<file path="config.mk">
export PLATFORM = sky130hd
export DESIGN_NAME = modular_exponentiation_core_flat
export DESIGN_NICKNAME = d
export VERILOG_FILES = /design/src/rtl/mexp_pkg.sv /design/src/rtl/mexp_if.sv /design/src/rtl/mexp_mulmod.sv /design/src/rtl/modular_exponentiation_core.sv /design/src/flat_wrapper.sv
export SDC_FILE = /design/constraint.sdc
export NUM_CORES = 1
export LEC_CHECK = 0
export ABC_AREA = 1
export BUFFER_PORTS_ARGS = -buffer_cell sky130_fd_sc_hd__buf_2
export CAP_MARGIN = 5
export CORE_ASPECT_RATIO = 0.7
export CORE_UTILIZATION = 31
export CTS_CLUSTER_DIAMETER = 120
export DETAILED_ROUTE_END_ITERATION = 8
export PLACE_DENSITY = 0.48
export SETUP_SLACK_MARGIN = 0.4
export SLEW_MARGIN = 20
export SYNTH_ARGS = -nofsm -noshare
export SYNTH_HDL_FRONTEND = slang
export SYNTH_SLANG_ARGS = --single-unit
</file>
<file path="constraint.sdc">
create_clock -name clk -period 5.25 [get_ports clk]
set_input_delay 1.05 -clock clk [delete_from_list [all_inputs] [get_ports clk]]
set_output_delay 1.05 -clock clk [all_outputs]
set_load 0.02 [all_outputs]
</file>
<file path="src/rtl/mexp_pkg.sv">
// ----------------------------------------------------------------------------
// mexp_pkg
// Widths, constants, shared types and sequencer states of the modular
// exponentiation core.
// ----------------------------------------------------------------------------
`default_nettype none

package mexp_pkg;

  localparam int MOD_W = 31;
  localparam int EXP_W = 63;
  localparam int CNT_W = $clog2(MOD_W);

  localparam logic [MOD_W-1:0] MOD_RESET = MOD_W'(1000000007);
  localparam logic [MOD_W-1:0] MOD_MIN   = MOD_W'(2);
  localparam logic [MOD_W-1:0] ONE       = MOD_W'(1);

  // request to the shared modular multiplier: prod = x * y mod m, x < m
  typedef struct packed {
    logic             start;
    logic [MOD_W-1:0] x;
    logic [MOD_W-1:0] y;
  } mm_req_t;

  typedef struct packed {
    logic             done;
    logic [MOD_W-1:0] prod;
  } mm_rsp_t;

  typedef enum logic [2:0] {
    S_IDLE,
    S_REDUCE,
    S_NEXT,
    S_MUL,
    S_SQR,
    S_FINISH
  } state_t;

endpackage

`default_nettype wire

</file>
<file path="src/rtl/mexp_if.sv">
// ----------------------------------------------------------------------------
// mexp_if
// Valid/ready channels of the modular exponentiation core: operand input,
// result output and modulus write.
// ----------------------------------------------------------------------------
`default_nettype none

interface mexp_in_if import mexp_pkg::*; ();
  logic             valid;
  logic             ready;
  logic [MOD_W-1:0] base;
  logic [EXP_W-1:0] exponent;

  modport source (output valid, output base, output exponent, input ready);
  modport sink   (input valid, input base, input exponent, output ready);
endinterface

interface mexp_out_if import mexp_pkg::*; ();
  logic             valid;
  logic             ready;
  logic [MOD_W-1:0] result;

  modport source (output valid, output result, input ready);
  modport sink   (input valid, input result, output ready);
endinterface

interface mexp_cfg_if import mexp_pkg::*; ();
  logic             valid;
  logic             ready;
  logic [MOD_W-1:0] data;

  modport source (output valid, output data, input ready);
  modport sink   (input valid, input data, output ready);
endinterface

`default_nettype wire

</file>
<file path="src/rtl/mexp_mulmod.sv">
// ----------------------------------------------------------------------------
// mexp_mulmod
// Bit-serial modular multiplier: x * y mod m over MOD_W steps, MSB of y first.
// ----------------------------------------------------------------------------
`default_nettype none

module mexp_mulmod
  import mexp_pkg::*;
(
  input  wire logic             clk,
  input  wire logic             rst_n,
  input  wire logic [MOD_W-1:0] m,
  input  wire mm_req_t          req,
  output mm_rsp_t               rsp
);

  logic             run_r;
  logic [CNT_W-1:0] cnt_r;
  logic [MOD_W-1:0] r_r;
  logic [MOD_W-1:0] x_r;
  logic [MOD_W-1:0] y_r;

  logic [MOD_W+1:0] t;
  logic [MOD_W+1:0] m1;
  logic [MOD_W+1:0] m2;
  logic [MOD_W+1:0] diff;
  logic [MOD_W-1:0] r_nxt;

  // 2r + bit*x stays below 3m since r < m and x < m
  always_comb begin
    t    = {1'b0, r_r, 1'b0} + (y_r[MOD_W-1] ? {2'b00, x_r} : '0);
    m1   = {2'b00, m};
    m2   = {1'b0, m, 1'b0};
    if (t >= m2) begin
      diff = t - m2;
    end else if (t >= m1) begin
      diff = t - m1;
    end else begin
      diff = t;
    end
    r_nxt = diff[MOD_W-1:0];
  end

  always_ff @(posedge clk) begin
    if (!rst_n) begin
      run_r <= 1'b0;
      cnt_r <= '0;
    end else if (req.start) begin
      run_r <= 1'b1;
      cnt_r <= CNT_W'(MOD_W - 1);
    end else if (run_r) begin
      if (cnt_r == '0) begin
        run_r <= 1'b0;
      end else begin
        cnt_r <= cnt_r - 1'b1;
      end
    end
  end

  always_ff @(posedge clk) begin
    if (req.start) begin
      r_r <= '0;
      x_r <= req.x;
      y_r <= req.y;
    end else if (run_r) begin
      r_r <= r_nxt;
      y_r <= {y_r[MOD_W-2:0], 1'b0};
    end
  end

  assign rsp.done = run_r && (cnt_r == '0);
  assign rsp.prod = r_nxt;

endmodule

`default_nettype wire

</file>
<file path="src/rtl/modular_exponentiation_core.sv">
// ----------------------------------------------------------------------------
// modular_exponentiation_core
// Right-to-left square-and-multiply: result = base ^ exponent mod modulus.
// ----------------------------------------------------------------------------
// Usage:
//   in_ch  : one word per operation, carrying base and exponent.
//   out_ch : one word per operation, carrying the result.
//   cfg_ch : write the modulus; always ready, write only while idle.
// Operation:
//   The base is first reduced modulo the modulus, then each exponent bit
//   costs a decision step, a multiply when the bit is set and a squaring
//   while higher bits remain. With a modulus below two the arithmetic is
//   skipped. The single bit-serial modular multiplier, 31 steps per
//   product, does all the arithmetic. One operation is in flight at a
//   time; in_ch.ready is high only while the sequencer is idle, which it
//   reenters in the same cycle that the result is posted.
// Reset:
//   rst_n clears the sequencer and the output valid and loads the modulus
//   with 1000000007.
// Stall:
//   A result holds in the output register until taken; the next word is
//   accepted meanwhile, and its finished result waits until the output
//   register frees up.
// ----------------------------------------------------------------------------
`default_nettype none

module modular_exponentiation_core
  import mexp_pkg::*;
(
  input  wire logic clk,
  input  wire logic rst_n,
  mexp_in_if.sink   in_ch,
  mexp_out_if.source out_ch,
  mexp_cfg_if.sink  cfg_ch
);

  state_t           state_r;
  state_t           state_nxt;
  logic [MOD_W-1:0] modulus_r;
  logic [EXP_W-1:0] e_r;
  logic [MOD_W-1:0] acc_r;
  logic [MOD_W-1:0] pw_r;
  logic             out_valid_r;
  logic [MOD_W-1:0] out_result_r;

  mm_req_t mm_req;
  mm_rsp_t mm_rsp;

  logic in_fire;
  logic mod_small;
  logic more_bits;
  logic out_free;

  assign in_fire   = in_ch.valid && in_ch.ready;
  assign mod_small = modulus_r < MOD_MIN;
  assign more_bits = e_r[EXP_W-1:1] != '0;
  assign out_free  = !out_valid_r || out_ch.ready;

  // shared multiplier
  mexp_mulmod u_mulmod (
    .clk   (clk),
    .rst_n (rst_n),
    .m     (modulus_r),
    .req   (mm_req),
    .rsp   (mm_rsp)
  );

  // next state
  always_comb begin
    state_nxt = state_r;
    unique case (state_r)
      S_IDLE: begin
        if (in_fire) begin
          state_nxt = mod_small ? S_FINISH : S_REDUCE;
        end
      end
      S_REDUCE: begin
        if (mm_rsp.done) state_nxt = S_NEXT;
      end
      S_NEXT: begin
        if (e_r == '0) begin
          state_nxt = S_FINISH;
        end else if (e_r[0]) begin
          state_nxt = S_MUL;
        end else begin
          state_nxt = S_SQR;
        end
      end
      S_MUL: begin
        if (mm_rsp.done) state_nxt = more_bits ? S_SQR : S_FINISH;
      end
      S_SQR: begin
        if (mm_rsp.done) state_nxt = S_NEXT;
      end
      S_FINISH: begin
        if (out_free) state_nxt = S_IDLE;
      end
      default: state_nxt = S_IDLE;
    endcase
  end

  // sequencer outputs: input ready and multiplier requests
  always_comb begin
    in_ch.ready  = 1'b0;
    mm_req.start = 1'b0;
    mm_req.x     = pw_r;
    mm_req.y     = pw_r;
    unique case (state_r)
      S_IDLE: begin
        in_ch.ready = 1'b1;
        // reduce the base: 1 * base mod m
        mm_req.start = in_ch.valid && !mod_small;
        mm_req.x     = ONE;
        mm_req.y     = in_ch.base;
      end
      S_NEXT: begin
        mm_req.start = e_r != '0;
        mm_req.y     = e_r[0] ? acc_r : pw_r;
      end
      S_MUL: begin
        // chain the squaring straight off the multiply
        mm_req.start = mm_rsp.done && more_bits;
      end
      S_REDUCE, S_SQR, S_FINISH: begin
      end
      default: begin
      end
    endcase
  end

  always_ff @(posedge clk) begin
    if (!rst_n) begin
      state_r <= S_IDLE;
    end else begin
      state_r <= state_nxt;
    end
  end

  // modulus register
  assign cfg_ch.ready = 1'b1;

  always_ff @(posedge clk) begin
    if (!rst_n) begin
      modulus_r <= MOD_RESET;
    end else if (cfg_ch.valid && cfg_ch.ready) begin
      modulus_r <= cfg_ch.data;
    end
  end

  // working registers
  always_ff @(posedge clk) begin
    if (state_r == S_IDLE && in_fire) begin
      e_r   <= in_ch.exponent;
      acc_r <= mod_small ? '0 : ONE;
    end
    if (mm_rsp.done) begin
      if (state_r == S_REDUCE) begin
        pw_r <= mm_rsp.prod;
      end
      if (state_r == S_MUL) begin
        acc_r <= mm_rsp.prod;
      end
      if (state_r == S_SQR) begin
        pw_r <= mm_rsp.prod;
        e_r  <= {1'b0, e_r[EXP_W-1:1]};
      end
    end
  end

  // output register: hold until taken
  always_ff @(posedge clk) begin
    if (!rst_n) begin
      out_valid_r <= 1'b0;
    end else if (state_r == S_FINISH && out_free) begin
      out_valid_r <= 1'b1;
    end else if (out_ch.ready) begin
      out_valid_r <= 1'b0;
    end
  end

  always_ff @(posedge clk) begin
    if (state_r == S_FINISH && out_free) begin
      out_result_r <= acc_r;
    end
  end

  assign out_ch.valid  = out_valid_r;
  assign out_ch.result = out_result_r;

  // checks
  a_done_in_busy: assert property (@(posedge clk) disable iff (!rst_n)
    mm_rsp.done |-> (state_r == S_REDUCE || state_r == S_MUL || state_r == S_SQR))
    else $error("multiplier finished outside an arithmetic state");

  a_acc_reduced: assert property (@(posedge clk) disable iff (!rst_n)
    state_r == S_NEXT |-> acc_r < modulus_r)
    else $error("accumulator not reduced");

  a_pw_reduced: assert property (@(posedge clk) disable iff (!rst_n)
    state_r == S_NEXT |-> pw_r < modulus_r)
    else $error("power not reduced");

  a_finish_loads: assert property (@(posedge clk) disable iff (!rst_n)
    (state_r == S_FINISH && out_free) |=> (out_valid_r && state_r == S_IDLE))
    else $error("finished result not posted");

endmodule

`default_nettype wire

</file>
<file path="src/flat_wrapper.sv">
// flat-port wrapper written by rule: the top's interface ports become plain ports
module modular_exponentiation_core_flat import mexp_pkg::*;
  (clk, rst_n, in_ch_valid, in_ch_base, in_ch_exponent, in_ch_ready, out_ch_valid, out_ch_result, out_ch_ready, cfg_ch_valid, cfg_ch_data, cfg_ch_ready);
  mexp_in_if in_ch_i ();
  mexp_out_if out_ch_i ();
  mexp_cfg_if cfg_ch_i ();
  input  wire logic clk;
  input  wire logic rst_n;
  input wire logic [$bits(in_ch_i.valid)-1:0] in_ch_valid;
  input wire logic [$bits(in_ch_i.base)-1:0] in_ch_base;
  input wire logic [$bits(in_ch_i.exponent)-1:0] in_ch_exponent;
  output wire logic [$bits(in_ch_i.ready)-1:0] in_ch_ready;
  output wire logic [$bits(out_ch_i.valid)-1:0] out_ch_valid;
  output wire logic [$bits(out_ch_i.result)-1:0] out_ch_result;
  input wire logic [$bits(out_ch_i.ready)-1:0] out_ch_ready;
  input wire logic [$bits(cfg_ch_i.valid)-1:0] cfg_ch_valid;
  input wire logic [$bits(cfg_ch_i.data)-1:0] cfg_ch_data;
  output wire logic [$bits(cfg_ch_i.ready)-1:0] cfg_ch_ready;
  assign in_ch_i.valid = in_ch_valid;
  assign in_ch_i.base = in_ch_base;
  assign in_ch_i.exponent = in_ch_exponent;
  assign in_ch_ready = in_ch_i.ready;
  assign out_ch_valid = out_ch_i.valid;
  assign out_ch_result = out_ch_i.result;
  assign out_ch_i.ready = out_ch_ready;
  assign cfg_ch_i.valid = cfg_ch_valid;
  assign cfg_ch_i.data = cfg_ch_data;
  assign cfg_ch_ready = cfg_ch_i.ready;
  modular_exponentiation_core u_core (.clk(clk), .rst_n(rst_n), .in_ch(in_ch_i), .out_ch(out_ch_i), .cfg_ch(cfg_ch_i));
endmodule
</file>
* Yosys cells after proc, flatten, opt, wreduce, memory -nomap -nowiden
Index checks and enable logic that the tools add are counted.
Word-level totals: bits in registers 290, input bits 130, output and inout bits 34, word-level logic and storage cells 90
Cells by class: $add $sub $neg 4, $lt $le $gt $ge 3, equal/unequal tests 10, multiplexer cells 35, bitwise logic cells 2, reduce and logical (&&, ||, !) cells 23
Operators by type and width (count):
- 31-bit two-way mux | 11
- 63-bit two-way mux | 3
- 63-bit logical NOT | 1
- 63-bit nonzero test | 1
- 31-bit one-hot mux with 2 select lines | 1
- 62-bit nonzero test | 1
- 31-bit subtractor | 2
- 32-bit by 31-bit adder with 33-bit output | 1
- 33-bit by 31-bit greater-or-equal comparator with 1-bit output | 1
- 33-bit by 32-bit greater-or-equal comparator with 1-bit output | 1
- 31-bit by 2-bit less-than comparator with 1-bit output (second input constant) | 1
- 3-bit two-way mux | 7
- 5-bit two-way mux | 3
- 3-bit one-hot mux with 5 select lines | 1
- 2-bit by 1-bit inequality test with 1-bit output (second input constant) | 5
- 1-bit two-way mux | 8
- 3-bit by 2-bit equality test with 1-bit output (second input constant) | 2
- 3-bit equality test (second input constant) | 2
- 1-bit logical AND | 6
- 2-bit AND reduction | 3
- 2-bit nonzero test | 3
- 5-bit logical NOT | 1
- 5-bit by 1-bit subtractor with 5-bit output (second input constant) | 1
- 4-bit AND reduction | 1
- 7 further kinds | 10

* Logic depth before layout (Yosys ltp)
depth after elaboration 7, depth in mapped cells 33, depth with buffers taken out 31

* Hierarchy
Synthesis repeated with hierarchy kept, for this count alone.
Second synthesis, totals: cell total of the unflattened synthesis 2615, area, all modules 18507.8 um^2
Modules (own cells, without submodules):
- mexp_mulmod | instances 1, cells each 1623, area each 10366.2 um^2, seq. area each 2602.5 um^2
- modular_exponentiation_core | instances 1, cells each 992, area each 8141.6 um^2, seq. area each 4444.3 um^2

* Worst setup path after synthesis
Ideal clock, no wire load.
path kind flip-flop to flip-flop, start point reg u_core.u_mulmod.y_r[30], end point reg u_core.pw_r[10] (data pin), setup time 255 ps, arrival time 3651 ps, required time 4995 ps, slack 1344 ps, stages on the path, launching flop included 29, path buffers 2, clock period less this slack 3906 ps, path through edfxtp_1 clkbuf_1 nand2_1 inv_1 ha_1 fa_1 nand3_1 nand3_1 nand2_1 nand2_1 nand2_1 nand2_1 nand2_1 nand2_1 nand2_1 nand2_1 ha_1 nand2_1 inv_1 nand3_1 inv_1 a21oi_1 nand2_1 nand2_1 nand2_1 a21oi_4 buf_2 nand3_1 and2_1
RTL lines:
- start, declared | RTL line mexp_mulmod.sv:21 | logic [MOD_W-1:0] y_r;
- start signal, assigned | RTL line mexp_mulmod.sv:64 | y_r <= req.y;
- start signal, assigned | RTL line mexp_mulmod.sv:67 | y_r <= {y_r[MOD_W-2:0], 1'b0};
- end signal, assigned | RTL line modular_exponentiation_core.sv:158 | pw_r <= mm_rsp.prod;
- end signal, assigned | RTL line modular_exponentiation_core.sv:164 | pw_r <= mm_rsp.prod;
- end, declared | RTL line modular_exponentiation_core.sv:42 | logic [MOD_W-1:0] pw_r;

==> metrics list <==
- Overall fraction of global-route tracks in use: 22.8%
* Netlist area before placement: 18900 um2
- Number of buffers inserted during clock tree synthesis: 34
* Share of power burned in registers: 22.8%
- After global routing the overflow that remains totals 0.
* Minimum clock period after layout: 4680 ps
- After routing the design area is 22500 um2.
- The worst setup path is of the reg2reg kind.
- Final period util: 89.2%
- In this run, synthesis produced a sequential element count of 290.
- For this run, the number of Yosys warnings is 0.
- Number of clock sinks: 290
* TritonCTS clock tree: yes
- Fill cells: 6527
- At the worst endpoint, the arrival time is 4970 ps.
* DIE AREA: 62100 um2
- The number of hold violations in the final report came to 0.
- For this configuration, the core starts out at a cell density of 31.5%.
- Worst Setup Slack, final: 569 ps
- Proportion of synthesized chip area in sequential cells: 37.2%
- Die extent in y: 209 um
- Number of standard-cell rows in the floorplan: 75
* Highest-delay cell along the critical path: edfxtp_1
* Clk_lat worst skew: 570 ps
* Syn avg cell area: 6.91 um2
- The number of slew-limit violations in the final report was 0.
- R2R depth: 30
* Antenna violations before repair: 2
- Worst hold path type: reg2reg
* Worst VDD drop: 332 uV
- Top cell family by delay on the critical path: simple AND/OR/NAND/NOR gates
- Clock transition time at the flip-flop clock pins of the worst setup and hold paths: 60 ps
- Setup violations remaining at the end of the flow were counted as 0.
* Gate count of the mapped netlist: 2738
- In this run the standard cell core region covers 60200 um2.
- Via count: 18.7k
- Cell variety after synth: 44
* CP bufs+invs: 8
- The final layout contains 3111 nets.
- STA puts the critical path data required time at 5540 ps.
- Counting stages on the worst path, the most repeated cell is nand2_1.
* Wire per inst: 19.4 um
- The design draws 16.3 mW.
- Antenna-violating nets left: 0
- Across the run, the number of max-cap violations was 0.
- Clock root buffer: clkbuf_16
* Violation count after the first detailed-routing iteration: 1547
- In the routed design, unresolved DRC markers number 0.
* Startpoint of the lowest-slack register-to-register path: u_core.u_mulmod.y_r[30]$_DFFE_PP_
* Setup slack on the worst flop-to-flop path: 570 ps
- At the end of routability-driven placement, the weighted congestion stood at 0.987.
- The first global-routing pass estimated 109000 um of wire.
- The worst setup path is captured at a flip-flop.
- Setup clock skew after layout: 31.7 ps
- 164 I/O pins were placed.
- Detailed placement finished with a half-perimeter wire length of 56900 um.
- STA classifies the critical path startpoint as a flip-flop.
* Number of global-route vias before repair: 17.7k
* Fraction of power spent switching nets: 50.6%
* Power share of the combinational group: 62.0%
- The flow ran to the end, and the final reports show no timing, DRC or antenna violations.
- Power spread over the standard cell area amounts to 725 nW/um2.
- Via count normalized by instance count: 5.02
- In this run, the clock network consumes 15.2% of the power.
- Count of buffers inserted at the top-level ports: 162
- Synthesis produced a netlist with a net count of 2964.
- Pin count of the biggest net entering global routing: 96
* Setup repair after global routing missed its margin: true
- Counting instances, the worst hold path has a depth of 2.
- The worst hold path begins at u_core.u_mulmod.r_r[17]$_SDFFE_PP0P_.
- Number of standard cells in the final layout excluding fillers: 3720
- Cell-internal power: 8.07 mW
- The H-tree was split into 2 levels.
- Cells with a size suffix above 1 make up 13.7% of the layout.
* CP max stage delay: 490 ps
- WHS Endpoint: u_core.u_mulmod.r_r[17]$_SDFFE_PP0P_
- In this run the deepest clock path goes through 3 buffers.
- Capture point of the worst reg-to-reg path: u_core.pw_r[17]$_DFFE_PP_
* Layout Area Growth over Synthesis: 19.0%
- Overall routed net length: 72100 um
* Area post-placement: 20700 um2
- Post-placement setup slack: -48.8 ps
- Switching component of the power: 8.28 mW
* Slew at the pin closest to its max-slew limit: 1110 ps
- The number of placed instances, taps included, is 3650.
* Largest fanout of any net on the critical path: 26
* Number of buffers inserted for hold repair after clock tree synthesis: 0
* Max transition margin: 26.2%
- The first detailed-routing pass ran for 6 iterations.
- In this run the static leakage power is 10.8 nW.
- Achievable frequency: 0.214 GHz
* Die width: 297 um
## cell type report
class                   instances  area, um2  share of cell area (%)
clock inverters                10        151                   0.672
clock buffers                  52        990                    4.39
flip-flops and latches        290       7050                    31.3
repair buffers                207       1270                    5.65
multi-input cells            1980      10700                    47.3
well taps                     808       1010                    4.49
diodes                          1       2.50                  0.0111
inverters                     372       1400                    6.20
## power by group through the flow
stage,Sequential (mW),Clock (mW),Combinational (mW)
after global placement,3.74,0,9.39
after CTS,3.71,2.56,9.53
final,3.72,2.49,10.1
after detailed placement,3.75,0,9.41
after global routing,3.80,2.63,11.2
after floorplan,3.60,0,6.37
## how the worst max path moves through the flow
| stage | end | start | slack [ps] | cells after the start |
|---|---|---|---|---|
| floorplan | u_core.pw_r[10]$_DFFE_PP_ | u_core.u_mulmod.y_r[30]$_DFFE_PP_ | 1340 | 28 |
| global placement | u_core.pw_r[30]$_DFFE_PP_ | u_core.u_mulmod.y_r[30]$_DFFE_PP_ | -70 | 24 |
| detailed placement | u_core.pw_r[30]$_DFFE_PP_ | u_core.u_mulmod.y_r[30]$_DFFE_PP_ | -50 | 24 |
| CTS | u_core.pw_r[24]$_DFFE_PP_ | u_core.u_mulmod.y_r[30]$_DFFE_PP_ | 420 | 28 |
| global route | u_core.pw_r[8]$_DFFE_PP_ | u_core.u_mulmod.y_r[30]$_DFFE_PP_ | 390 | 29 |
| finish | u_core.pw_r[17]$_DFFE_PP_ | u_core.u_mulmod.y_r[30]$_DFFE_PP_ | 570 | 30 |
## through the flow
stage	utilization [%]	TNS (ps)	hold slack [ps]
floorplan	-	0	431
global placement	34.4	-274	447
detailed placement	34.4	-204	451
CTS	36.5	0	461
global route	37.5	0	474
finish	37.5	0	462
## routing by layer
layer,vias up,GRT usage [%],wire [um]
met2,537,33.2,29600
met5,-,0,0
met4,0,4.67,1280
li1,9326,-,-
met1,8741,34.2,36000
met3,72,4.79,5270
## cell usage after synthesis (all sizes together)
master    n  area share (%)
nand2   757              15
inv     372             7.4
nor2    272             5.5
o21ai   195             5.2
nand3   190             5.1
dfxtp   166              18
a21oi   136             3.7
edfxtp  124              20
ha       93             6.1
clkbuf   68             1.3
nand4    66             2.2
o22ai    47             1.6
xor2     41             1.9
nor4     30            0.99
and2     29            0.96
buf      28            0.86
nor3     21            0.61
xnor2    20            0.93
a31oi    15            0.50
a22oi    13            0.52
o21bai   12            0.48
a221oi    9            0.42
or2       6            0.20
a21o      5            0.20
nand3b    5            0.20
a21boi    4            0.16
and3      3           0.099
fa        3            0.32
o21a      3            0.12
a211oi    2           0.079
o221ai    2           0.093
conb      1           0.020
## cell families (layout without fill, tap and decap cells)
logic type,after synthesis,count (layout),synth area share [%]
AOI/OAI and AO/OA,443,443,13.0
xor gates and xnor gates,61,61,2.82
adders and majority gates,96,96,6.46
buffers and inverters,468,641,9.58
DFF,290,290,37.2
other,1,2,0.0198
and+or+nand+nor,1379,1379,30.9
## state kept, by name, indices dropped and copies added (netlist names)
register               cells
u_core.e_r                63
u_core.acc_r              31
u_core.modulus_r          31
u_core.out_ch.result      31
u_core.pw_r               31
u_core.u_mulmod.r_r       31
u_core.u_mulmod.x_r       31
u_core.u_mulmod.y_r       31
u_core.u_mulmod.cnt_r      5
u_core.state_r             3
u_core.out_ch.valid        1
u_core.u_mulmod.run_r      1
## worst min-delay path: cells and delay by family (launching register included)
family | cells | cell delay, ps
flip-flops | 1 | 310
AND/OR/NAND/NOR | 2 | 110
## timing repair
item                                    in CTS  in global routing
pin swaps                                    1                  4
setup buffers                                1                  5
endpoints found under the setup margin      93                 93
hold endpoints to repair                     0                  0
cloned                                       0                  1
gates resized for setup                     22                116
## cells in the final DEF (no fill, tap or decap), drive strengths merged, types with 4 or more instances in the layout
cell and instances:
a21oi 136, a21boi 4, o21ai 195, inv 374, clkbuf 53, ha 93
nand3 190, and2 29, clkinv 5, a22oi 13, nand3b 5, dfxtp 166
nand4 66, nand2 757, nor2 272, nor4 30, o22ai 47, a31oi 15
nor3 21, xor2 41, a21o 5, edfxtp 124, o21bai 12, xnor2 20
a221oi 9, or2 6, buf 206
No activity file was read; power rests on OpenSTA's default activity.
